## src/sle_pkg.sv

```systemverilog
// Shared types and constants for the sorted list engine.
`timescale 1ns / 1ps
package sle_pkg;

  localparam int DATA_W       = 32;
  localparam int REQ_W        = 3;
  localparam int STAT_W       = 3;
  localparam int CAPACITY_DEF = 32;

  typedef enum logic [REQ_W-1:0] {
    REQ_INSERT    = 3'd0,
    REQ_REMOVE    = 3'd1,
    REQ_CLEAR     = 3'd2,
    REQ_DUMP_ASC  = 3'd3,
    REQ_DUMP_DESC = 3'd4
  } req_t;

  typedef enum logic [STAT_W-1:0] {
    ST_VALUE   = 3'd0,
    ST_DONE    = 3'd1,
    ST_EMPTY   = 3'd2,
    ST_MISSING = 3'd3,
    ST_FULL    = 3'd4
  } status_t;

  typedef enum logic [1:0] {
    FSM_IDLE,
    FSM_OP,
    FSM_LIST
  } fsm_state_t;

  typedef enum logic [2:0] {
    CELL_HOLD,
    CELL_INSERT,
    CELL_REMOVE,
    CELL_ROT_L,
    CELL_ROT_R
  } cell_op_t;

  typedef struct packed {
    cell_op_t                  op;
    logic signed [DATA_W-1:0] key;
  } cell_cmd_t;

endpackage

```

## src/sle_cell.sv

```systemverilog
// One slot of the sorted chain: holds a value and trades with its neighbours.
`timescale 1ns / 1ps
module sle_cell (
  input  logic                              clk,
  input  sle_pkg::cell_cmd_t                cmd,
  input  logic                              occ,
  input  logic                              is_end,
  input  logic                              is_tail,
  input  logic signed [sle_pkg::DATA_W-1:0] left_val,
  input  logic                              left_cond,
  input  logic signed [sle_pkg::DATA_W-1:0] right_val,
  input  logic signed [sle_pkg::DATA_W-1:0] wrap_val,
  output logic signed [sle_pkg::DATA_W-1:0] value,
  output logic                              ins_cond,
  output logic                              match
);
  import sle_pkg::*;

  logic signed [DATA_W-1:0] value_r;
  logic signed [DATA_W-1:0] value_nxt;
  logic                     del_shift;

  assign value = value_r;
  // Key goes at or before this slot: slot is the first free one or holds a larger value.
  assign ins_cond  = is_end | (occ & (cmd.key < value_r));
  assign match     = occ & (value_r == cmd.key);
  // Entries at or after the first copy of the key close up the gap.
  assign del_shift = occ & !(value_r < cmd.key);

  always_comb begin
    value_nxt = value_r;
    case (cmd.op)
      CELL_INSERT: begin
        if (left_cond) begin
          value_nxt = left_val;
        end else if (ins_cond) begin
          value_nxt = cmd.key;
        end
      end
      CELL_REMOVE: begin
        if (del_shift) begin
          value_nxt = right_val;
        end
      end
      CELL_ROT_L: begin
        if (occ) begin
          value_nxt = is_tail ? wrap_val : right_val;
        end
      end
      CELL_ROT_R: begin
        if (occ) begin
          value_nxt = left_val;
        end
      end
      default: begin
        value_nxt = value_r;
      end
    endcase
  end

  always_ff @(posedge clk) begin
    value_r <= value_nxt;
  end

endmodule

```

## config.mk

```make
export PLATFORM = sky130hd
export DESIGN_NAME = sle_cell
export DESIGN_NICKNAME = d
export VERILOG_FILES = /design/src/sle_pkg.sv /design/src/sle_cell.sv
export SDC_FILE = /design/constraint.sdc
export NUM_CORES = 1
export LEC_CHECK = 0
export BUFFER_PORTS_ARGS = -buffer_cell sky130_fd_sc_hd__buf_4
export CAP_MARGIN = 20
export CORE_ASPECT_RATIO = 0.7
export CORE_UTILIZATION = 30
export CTS_CLUSTER_DIAMETER = 200
export DETAILED_ROUTE_END_ITERATION = 8
export HOLD_SLACK_MARGIN = 0.05
export PLACE_DENSITY = 0.59
export SLEW_MARGIN = 0
export SYNTH_ARGS = -nofsm -noshare
export SYNTH_HDL_FRONTEND = slang
export SYNTH_SLANG_ARGS = --single-unit
```

## constraint.sdc

```tcl
create_clock -name clk -period 5.1 [get_ports clk]
set_input_delay 1.02 -clock clk [delete_from_list [all_inputs] [get_ports clk]]
set_output_delay 1.02 -clock clk [all_outputs]
set_load 0.01 [all_outputs]
```

# == Word-level counts from Yosys, hierarchy flattened ==
# Cells that the tools add are included.
# totals
output_inout_bits,34
elab_cells,26
in_bits,136
register_bits,32
# op_classes
n_eq_ne,9
n_mux,7
n_lt_le_gt_ge,2
n_reduce_logical,3
bitwise_logic,4
# ops
operator,n
32-bit 2-to-1 mux,6
32-bit case mux with 4 select lines,1
32-bit < comparator,2
32-bit equality test,1
"3-bit by 2-bit equality test with 1-bit output, second input constant",2
"2-bit inequality test, second input constant",3
5-bit AND reduction,1
4-bit nonzero test,1
1-bit bitwise AND,3
"3-bit by 1-bit equality test with 1-bit output, second input constant",1
"3-bit equality test, second input constant",1
"3-bit inequality test, second input constant",1
1-bit zero test,1
1-bit OR,1

# == Logic depth before layout (Yosys ltp) ==
# Gate-level depths: netlist of the first run.
# logic_depth
word_depth,6
depth_mapped,9
ltp_nobuf,9

# == Worst setup path before layout of the first run ==
# OpenSTA, ideal clock, no wires.
# synth_path
path_type,input-to-reg
from,input cmd[14] (netlist bit)
to,"register value_r[0], in the netlist value[0] (enable)"
arrival_ns,3.444
setup_slack_ns,1.262
path_stages,9
setup_ns,0.394
path_buffers,0
cell_sequence,inv_1 -> ha_1 -> a21oi_1 -> nand2_1 -> a221o_1 -> or3_1 -> a21oi_2 -> xor2_1 -> a32o_1
# synth_between
elab_chain_cells,5
elab_cells_between_ends,9
classes_between,order compare: 2; eq/ne: 2; bitwise: 3; reduce/logical: 2
# synth_lines
item,line_no,text
from (decl),sle_cell.sv:5,"input sle_pkg::cell_cmd_t cmd,"
"32-bit < comparator, on equally long branches","sle_cell.sv:25, sle_cell.sv:28",
1-bit bitwise AND / 1-bit zero test (equally long branches),"sle_cell.sv:25, sle_cell.sv:28",
1-bit OR / 1-bit bitwise AND (equally long branches),"sle_cell.sv:25, sle_cell.sv:28",
3-bit inequality test (no source line) / 2-bit inequality test (equally long branches),n/a,
5-bit AND reduction (no source line) (*),n/a,
to (signal assigned),sle_cell.sv:62,value_r <= value_nxt;
to (decl),sle_cell.sv:19,logic signed [DATA_W-1:0] value_r;
# Every way passes the cells marked *; elsewhere a longest branch is shown, timed or not.
# A chain may end at the register's enable or synchronous reset.

# == Worst setup path after layout of the first run ==
# layout_path
from,input cmd[14] (netlist bit)
to,output ins_cond
# layout_between
elab_chain_cells,3
# layout_lines
item,line_no,text
32-bit < comparator,sle_cell.sv:25,assign ins_cond = is_end | (occ & (cmd.key < value_r));
1-bit bitwise AND,sle_cell.sv:25,
1-bit OR,sle_cell.sv:25,
to (decl),sle_cell.sv:14,"output logic ins_cond,"
# Every way passes these cells.

==> results of run 1 <==
[worst paths after layout]
kind                             endpoint  slack, ps
worst max-delay path             ins_cond        850
worst min-delay path            value[10]       1050
worst max register to register  value[30]       1710
worst min register to register  value[14]       1340
[cell type report]
cell class | count | area [µm²] | share of cell area
well taps | 120 | 150 | 0.0351
repair buffers | 175 | 1330 | 0.311
clock buffers | 7 | 133 | 0.0310
flip-flops and latches | 32 | 961 | 0.224
inverters | 33 | 124 | 0.0289
clock inverters | 1 | 3.75 | 0.000876
multi-input cells | 228 | 1580 | 0.368
[layer usage]
layer  vias up  wire, µm  GRT usage
met4         0       186     0.0679
met1      1399      4520      0.271
met3        16       611     0.0494
met2       122      4350      0.350
met5         -         0          0
li1       1478         -          -
[power by group through the flow]
stage / registers (mW) / logic [mW] / clock network, mW
final: 0.355 / 0.355 / 0.285
after global routing: 0.359 / 0.393 / 0.299
after CTS: 0.355 / 0.355 / 0.289
after detailed placement: 0.360 / 0.353 / 0
after global placement: 0.359 / 0.350 / 0
after floorplan: 0.371 / 0.154 / 0
[layout by cell type, fill, tap and decap left out, types with 2 or more instances in the layout]
cell type / n
clkbuf_1: 2
o21ai_0: 7
nand4_1: 7
buf_4: 174
inv_1: 33
a221oi_1: 2
nand3_1: 34
nand2_1: 70
a21oi_1: 14
nor2_1: 3
a21o_1: 3
clkbuf_16: 5
or3_1: 2
edfxtp_1: 32
nor4_1: 2
ha_1: 32
nand2b_1: 4
o221a_2: 31
[worst register-to-register path, cell delays in order, from the launching register on]
cell	delay, ps
edfxtp_1	410
ha_1	340
nand4_1	220
or4_1	590
a21oi_1	190
or3_1	180
a21oi_2	60
xor2_1	180
a32o_2	600
buf_4	310
[cells by family after synthesis]
group           count (synthesis)
compound gates                 64
xor+xnor                        1
fa+ha+maj                      32
buf+inv                        50
flops                          32
mux                             1
simple gates                  130
[through the flow]
stage          worst slack [ps]  total power, mW
2_1_floorplan              1260            0.525
3_3_place_gp                915            0.709
3_5_place_dp                871            0.713
4_1_cts                     864            0.999
5_1_grt                     708             1.05
6_report                    847            0.995
==> impl_metrics.tcl, run 1 <==
set metrics [dict create \
    max_freq_mhz 235 \
    switchingPower_mw 0.290 \
    cp_common_cell "buf_4" \
    h-tree-depth 2 \
    synth_top_family_by_area "simple AND/OR/NAND/NOR gates" \
    drive_gt1_frac 0.454 \
    num_rows 28 \
    synth_top_cell_by_area "edfxtp_1" \
    antenna_cells 0 \
    coreArea_um2 8620 \
    cellLeakagePower_nw 2.06 \
    synth_area_per_cell_um2 8.75 \
    fin_cells 596 \
    cts_hold_buf 0 \
    powerDensity_nw_per_um2 232 \
    grtUsageTotal 0.210 \
    clock_path_buffers 2 \
    p_seq_frac 0.357 \
    grt_overflow_total 0 \
    seq_area_frac_synth 0.354 \
    power.internal_mw 0.704 \
    switching_share 0.292 \
    final_nets 643 \
    endpoint_kind "output pin" \
    synth_xor_area_frac 0.00323 \
    fin_crit_sh 0.834 \
    fillers 861 \
    dpl_cell_area_um2 4120 \
    clk_pin_slew_ps 50 \
    drtAntennaViolNets 0 \
    drt_iter0_drc 134 \
    crit_type "in -> out" \
    drt_pass1_iterations 4 \
    pin_count 170 \
    place_inst 587 \
    largest_reg_flops 32 \
    synth_nets 478 \
    ys_seq_elements 32 \
    crit_arrival_ps 3230 \
    yosysMostFrequentCell "nand2_1" \
    cp-start-kind "input port" \
    syn_to_final_growth_pct 58.0 \
    critPathTopFamily "simple AND/OR/NAND/NOR gates" \
    worstHoldStart "left_val[10]" \
    post_cts_buffers 0 \
    cts_root_buf "clkbuf_16" \
    cts_resized 0 \
    final_util 0.497 \
    rsz0062_at_grt "no" \
    finalHoldViolCount 0 \
    cts_tree "done" \
    dieArea_um2 9430 \
    synth-main-ff-cell "edfxtp_1" \
    fin_crit_ps 4250 \
    synth_top_area_share 0.354 \
    ys_warn_count 0 \
    crit_cells 11 \
    antenna_found_initial 0 \
    p_comb_frac 0.356 \
    avgRoutedWirePerCell_um 16.2 \
    peakVddDrop_v 0.000133 \
    crit_path_max_incr_delay_ps 590 \
    drc 0 \
    cp-startpoint "cmd[14]" \
    path_cells "buf_4 -> inv_1 -> ha_1 -> nand4_1 -> or4_1 -> a21oi_1 -> or3_1 -> a21oi_2 -> xor2_1 -> a31o_2 -> buf_4" \
    synthAdderAreaFrac 0.148 \
    netlist_instances 310 \
    yosysUniqueCellTypes 31 \
    crit_required_ps 4080 \
    clock_sinks 32 \
    insertion_delay_ps 270 \
    hold_depth 3 \
    finalSetupViolCount 0 \
    synth_compound_area_frac 0.204 \
    r2r_start "value[14]" \
    reg2reg_depth 9 \
    async_flop_share 0 \
    slew_violations 0 \
    skew_ps 4.53 \
    synth_common_cells "nand2_1 (70), nand3_1 (34), inv_1 (33)" \
    fin_area_um2 4280 \
    synth.mux.area_fraction 0.00369 \
    syn-cell-area_um2 2710 \
    finalSetupTns_ps 0 \
    synth_edf_count 32 \
    slew_headroom 0.330 \
    grt_pass1_vias 2846 \
    hpwlAfterDp_mm 7.47 \
    routed_wl_mm 9.67 \
    initial_utilization 0.315 \
    crit_buf_inv 3 \
    grt_max_degree 33 \
    viasPerCell 5.06 \
    run_status "complete, no violations" \
    pwr-share-clk 0.287 \
    place_congestion 0.810 \
    cts_buffers 5 \
    crit_slowest_cell "or4_1" \
    synthTopCellsByArea "edfxtp_1 (35%), ha_1 (15%), o221a_2 (13%)" \
    whs_ps 1050 \
    io_buffers 169 \
    tightest_slew_ps 1000 \
    dieHeight_um 81.5 \
    path_max_fanout 3 \
    die_w_um 116 \
    grt_pass1_wl_mm 14.8 \
    hold_class "in -> reg" \
    yosys.area_share.simple 0.218 \
    vias 3015 \
    maxCapViolCount 0 \
]
Note: power is estimated with default switching activity, not from simulation.
==> run 2, diff against run 1 <==
==> constraint.sdc (replaced) <==
create_clock -name clk -period 4 [get_ports clk]
set_input_delay 0.8 -clock clk [delete_from_list [all_inputs] [get_ports clk]]
set_output_delay 0.8 -clock clk [all_outputs]
set_load 0.01 [all_outputs]
==> run 2 against run 1 <==
Global-route usage up 0.22 points. Utilization up 0.087 points. Cell area up 0.18%.
==> impl_metrics.tcl, run 2 (synthesis gave the netlist of run 1 again) <==
set metrics [dict create \
    run_status "complete, no violations" \
    skew_ps 4.25 \
    cp-start-kind "input port" \
    coreArea_um2 8620 \
    layout_common_cells "buf_4 (175), nand2_1 (70), nand3_1 (34), inv_1 (33)" \
    clock_sinks 32 \
    layout_commonest_cell "buf_4" \
    slew_violations 0 \
    slew_headroom 0.585 \
    drt_iter0_drc 104 \
    antenna_found_initial 0 \
    io_buffers 169 \
    final_nets 644 \
    crit_arrival_ps 3010 \
    pin_count 170 \
    drc 0 \
    fillers 867 \
    finalSetupTns_ps 0 \
    dpl_cell_area_um2 4150 \
    drtAntennaViolNets 0 \
    post_cts_buffers 0 \
    h-tree-depth 2 \
    initial_utilization 0.315 \
    dieHeight_um 81.5 \
    grt_overflow_total 0 \
    maxCapViolCount 0 \
    hold_class "in -> reg" \
    grt_pass1_vias 2937 \
    powerDensity_nw_per_um2 296 \
    grtUsageTotal 0.213 \
    place_congestion 0.832 \
    antenna_cells 0 \
    seq_area_um2 961 \
    drt_pass1_iterations 4 \
    die_w_um 116 \
    syn_to_final_growth_pct 58.2 \
    tightest_slew_ps 622 \
    rsz0062_at_grt "no" \
    crit_type "in -> out" \
    drive_gt1_frac 0.455 \
    max_freq_mhz 262 \
    dieArea_um2 9430 \
    peakVddDrop_v 0.000152 \
    grt_max_degree 33 \
    fin_ws_ps 190 \
    insertion_delay_ps 270 \
    grt_pass1_wl_mm 15.2 \
    clk_pin_slew_ps 50 \
    fin_area_um2 4290 \
    cts_resized 0 \
    crit_required_ps 3200 \
    endpoint_kind "output pin" \
    cts_buffers 5 \
    routed_wl_mm 9.75 \
    avgRoutedWirePerCell_um 16.3 \
    viasPerCell 4.98 \
    largest_reg_flops 32 \
    hpwlAfterDp_mm 7.73 \
    fin_crit_ps 3810 \
    cts_hold_buf 0 \
    vias 2973 \
    clock_path_buffers 2 \
    finalHoldViolCount 0 \
    fin_crit_sh 0.953 \
    finalSetupViolCount 0 \
    cts_root_buf "clkbuf_16" \
    cellLeakagePower_nw 2.07 \
    reg2reg_depth 9 \
    multiInputGateArea_um2 1580 \
    dp_slack_ps 181 \
    path_max_fanout 3 \
    num_rows 28 \
    cts_tree "done" \
    hold_depth 3 \
]
run 2: per-stage QoR:
| stage | instances | hold WS [ps] | util | power, mW |
|---|---|---|---|---|
| global route | 597 | 867 | 0.498 | 1.35 |
| CTS | 597 | 832 | 0.498 | 1.28 |
| finish | 597 | 838 | 0.498 | 1.27 |
| global placement | 588 | 1090 | 0.479 | 0.904 |
| floorplan | 310 | 1000 | - | 0.670 |
| detailed placement | 589 | 1110 | 0.482 | 0.913 |
run 2: cell type report:
| class | count | area share |
|---|---|---|
| inverter | 33 | 0.0289 |
| tap | 120 | 0.0350 |
| sequential | 32 | 0.224 |
| clock inverter | 1 | 0.000875 |
| clock buffer | 7 | 0.0309 |
| timing repair buffer | 176 | 0.313 |
| multi-input combinational | 228 | 0.368 |
run 2: metal layers:
| metal | global-route usage | share of wire | up-vias | wire [µm] |
|---|---|---|---|---|
| li1 | - | - | 1479 | - |
| met1 | 0.271 | 0.45 | 1371 | 4420 |
| met2 | 0.366 | 0.46 | 110 | 4480 |
| met3 | 0.0494 | 0.069 | 13 | 675 |
| met4 | 0.0526 | 0.018 | 0 | 171 |
| met5 | 0 | 0 | - | 0 |
run 2: final timing paths:
path                startpoint         to  slack (ps)
setup / recovery       cmd[14]   ins_cond         190
hold / removal    left_val[10]  value[10]         840
setup reg to reg     value[14]  value[26]         970
hold reg to reg      value[31]  value[17]        1290
run 2: report_power, final:
group,internal (mW),total (mW),switching [mW]
registers,0.428,0.452,0.0242
logic,0.241,0.453,0.211
clock network,0.229,0.364,0.135
run 2: worst max-delay path, stage by stage:
cell	delay (ps)
buf_4	90
inv_1	40
ha_1	300
nand4_1	230
or4_1	580
a21oi_1	210
or3_1	170
a21oi_2	60
xor2_1	160
a31o_2	230
buf_4	140
==> run 3, diff against run 2 <==
--- a/config.mk
+++ b/config.mk
@@ -5,6 +5,7 @@
 export SDC_FILE = /design/constraint.sdc
 export NUM_CORES = 1
 export LEC_CHECK = 0
+export ABC_AREA = 1
 export BUFFER_PORTS_ARGS = -buffer_cell sky130_fd_sc_hd__buf_4
 export CAP_MARGIN = 20
 export CORE_ASPECT_RATIO = 0.7
@@ -12,7 +13,7 @@
 export CTS_CLUSTER_DIAMETER = 200
 export DETAILED_ROUTE_END_ITERATION = 8
 export HOLD_SLACK_MARGIN = 0.05
-export PLACE_DENSITY = 0.59
+export PLACE_DENSITY = 0.56
 export SLEW_MARGIN = 0
 export SYNTH_ARGS = -nofsm -noshare
 export SYNTH_HDL_FRONTEND = slang
==> run 3 against run 2 <==
Worst setup slack gained 670 ps. Cell area grew 13%. Critical path depth grew 2. Clock skew grew 0.57 ps. Count of clock-buffer cells in the layout shrank 2. Via count grew 25%. Clock power shrank 2%. Power is essentially flat. Register-to-register slack gained 570 ps. Maximum frequency grew 21%. Global-route usage shrank 0.82 points. Largest cell class unchanged. Highest routed layer unchanged.
==> impl_metrics.tcl, run 3 <==
set metrics [dict create \
    run_status "complete, no violations" \
    synth_common_cells "nand2_1 (77), nand3_1 (67), inv_1 (46)" \
    cts_root_buf "clkbuf_16" \
    path_max_fanout 2 \
    drt_iter0_drc 244 \
    cts_resized 0 \
    synth_area_per_cell_um2 7.88 \
    post_cts_buffers 0 \
    p_seq_frac 0.348 \
    drive_gt1_frac 0.366 \
    synth-main-ff-cell "edfxtp_1" \
    antenna_found_initial 0 \
    crit_type "in -> out" \
    cp-start-kind "input port" \
    num_rows 31 \
    maxCapViolCount 0 \
    finalSetupViolCount 0 \
    slew_headroom 0.480 \
    grtUsageTotal 0.204 \
    dieArea_um2 11600 \
    antenna_cells 0 \
    p_comb_frac 0.371 \
    dp_slack_ps 853 \
    pwr-share-clk 0.280 \
    reg2reg_depth 12 \
    crit_cells 13 \
    finalSetupTns_ps 0 \
    r2r_start "value[23]" \
    grt_max_degree 65 \
    cp_common_cell "nand2_1" \
    async_flop_share 0 \
    die_w_um 128 \
    h-tree-depth 2 \
    cp-startpoint "cmd[15]" \
    clock_sinks 32 \
    layout_commonest_cell "buf_4" \
    fin_crit_ps 3140 \
    place_inst 721 \
    switchingPower_mw 0.396 \
    crit_path_max_incr_delay_ps 250 \
    tightest_slew_ps 778 \
    viasPerCell 5.11 \
    skew_ps 4.82 \
    layout_common_cells "buf_4 (177), nand2_1 (77), nand3_1 (67), inv_1 (46), nor2_1 (42)" \
    final_nets 748 \
    synth_top_cell_by_area "edfxtp_1" \
    synthTopCellsByArea "edfxtp_1 (29%), ha_1 (12%), nand3_1 (10%)" \
    initial_utilization 0.316 \
    grt_overflow_total 0 \
    synth_top_area_share 0.287 \
    crit_buf_inv 3 \
    powerDensity_nw_per_um2 261 \
    crit_slowest_cell "ha_1" \
    finalHoldViolCount 0 \
    endpoint_kind "output pin" \
    drtAntennaViolNets 0 \
    synth_nets 593 \
    crit_arrival_ps 2340 \
    io_buffers 169 \
    synth_edf_count 32 \
    rsz0062_at_grt "no" \
    vias 3723 \
    clk_pin_slew_ps 50 \
    grt_pass1_wl_mm 18.8 \
    power.internal_mw 0.872 \
    ys_seq_elements 32 \
    syn-cell-area_um2 3350 \
    dieHeight_um 90.4 \
    seq_area_frac_synth 0.287 \
    critPathTopFamily "simple AND/OR/NAND/NOR gates" \
    fin_crit_sh 0.786 \
    largest_reg_flops 32 \
    crit_required_ps 3200 \
    insertion_delay_ps 270 \
    ys_warn_count 0 \
    max_freq_mhz 318 \
    pin_count 170 \
    cellLeakagePower_nw 2.15 \
    netlist_instances 425 \
    clock_path_buffers 2 \
    switching_share 0.312 \
    syn_to_final_growth_pct 45.0 \
    hold_depth 3 \
    worstHoldStart "left_val[10]" \
    hpwlAfterDp_mm 9.18 \
    fin_ws_ps 857 \
    cts_buffers 5 \
    peakVddDrop_v 0.000126 \
    routed_wl_mm 11.9 \
    hold_class "in -> reg" \
    path_cells "buf_4 -> inv_1 -> ha_1 -> a21oi_1 -> o21ai_0 -> a21oi_1 -> nand2_1 -> nand2_1 -> nand2_1 -> nand2_1 -> nand4_1 -> nand2_1 -> buf_4" \
    cts_hold_buf 0 \
    slew_violations 0 \
    drc 0 \
    avgRoutedWirePerCell_um 16.4 \
    grt_pass1_vias 3693 \
    drt_pass1_iterations 4 \
    yosysUniqueCellTypes 25 \
    cts_tree "done" \
    coreArea_um2 10600 \
    yosysMostFrequentCell "nand2_1" \
    place_congestion 0.775 \
    fin_cells 728 \
]
run 3: cell count changes after synthesis, moves of 11 or more:
cell / change
inv_1: +13
a211oi_1: +30
o221a_2: -31
nor2_1: +39
a41oi_1: +11
a41oi_2: +20
nand3_1: +33
run 3: area by class of cell:
type,count,area (µm²)
clock buffers,5,125
clock inverters,2,7.51
fillers,1096,5740
inverters,50,189
multi-input cells,314,2060
flip-flops and latches,32,961
well taps,148,185
repair buffers,177,1330
run 3: power by group through the flow:
stage | sequential [mW] | combinational [mW] | clock [mW]
2_1_floorplan | 0.460 | 0.231 | 0
3_3_place_gp | 0.448 | 0.465 | 0
3_5_place_dp | 0.447 | 0.472 | 0
4_1_cts | 0.442 | 0.474 | 0.364
5_1_grt | 0.446 | 0.522 | 0.376
6_report | 0.441 | 0.471 | 0.355
run 3: worst paths after layout:
check,end,slack [ps]
hold reg to reg,value[1],1300
hold / removal,value[10],850
setup / recovery,ins_cond,860
setup reg to reg,value[19],1540
run 3: cells by family after synthesis:
logic type	Yosys count	synth area share
fa+ha+maj	32	0.120
flops	32	0.287
mux	2	0.00673
simple gates	196	0.258
compound gates	84	0.230
buf+inv	79	0.0987
run 3: routing by layer:
layer	global-route usage	part of all wire	vias to the layer above
met5	0	0	-
met4	0.0304	0.0062	0
met3	0.0444	0.075	6
met2	0.303	0.42	141
met1	0.304	0.50	1741
li1	-	-	1835
run 3: worst reg2reg max path, stage by stage (launching register included):
cell,delay (ps)
edfxtp_1,440
ha_1,330
a21oi_1,150
o21a_1,140
nand2_1,80
a21oi_1,210
nand2_1,80
nand2_1,70
nand4_1,140
nand3_1,110
nand2_1,50
inv_1,60
buf_4,260
run 3: per-stage QoR:
| stage | hold WS (ps) | utilization | cell area (µm²) | power, mW |
|---|---|---|---|---|
| 3_5_place_dp | 1120 | 0.446 | 4720 | 0.919 |
| 3_3_place_gp | 1120 | 0.446 | 4720 | 0.912 |
| 5_1_grt | 882 | 0.458 | 4850 | 1.34 |
| 2_1_floorplan | 1010 | - | 3350 | 0.691 |
| 4_1_cts | 849 | 0.458 | 4850 | 1.28 |
| 6_report | 850 | 0.458 | 4850 | 1.27 |
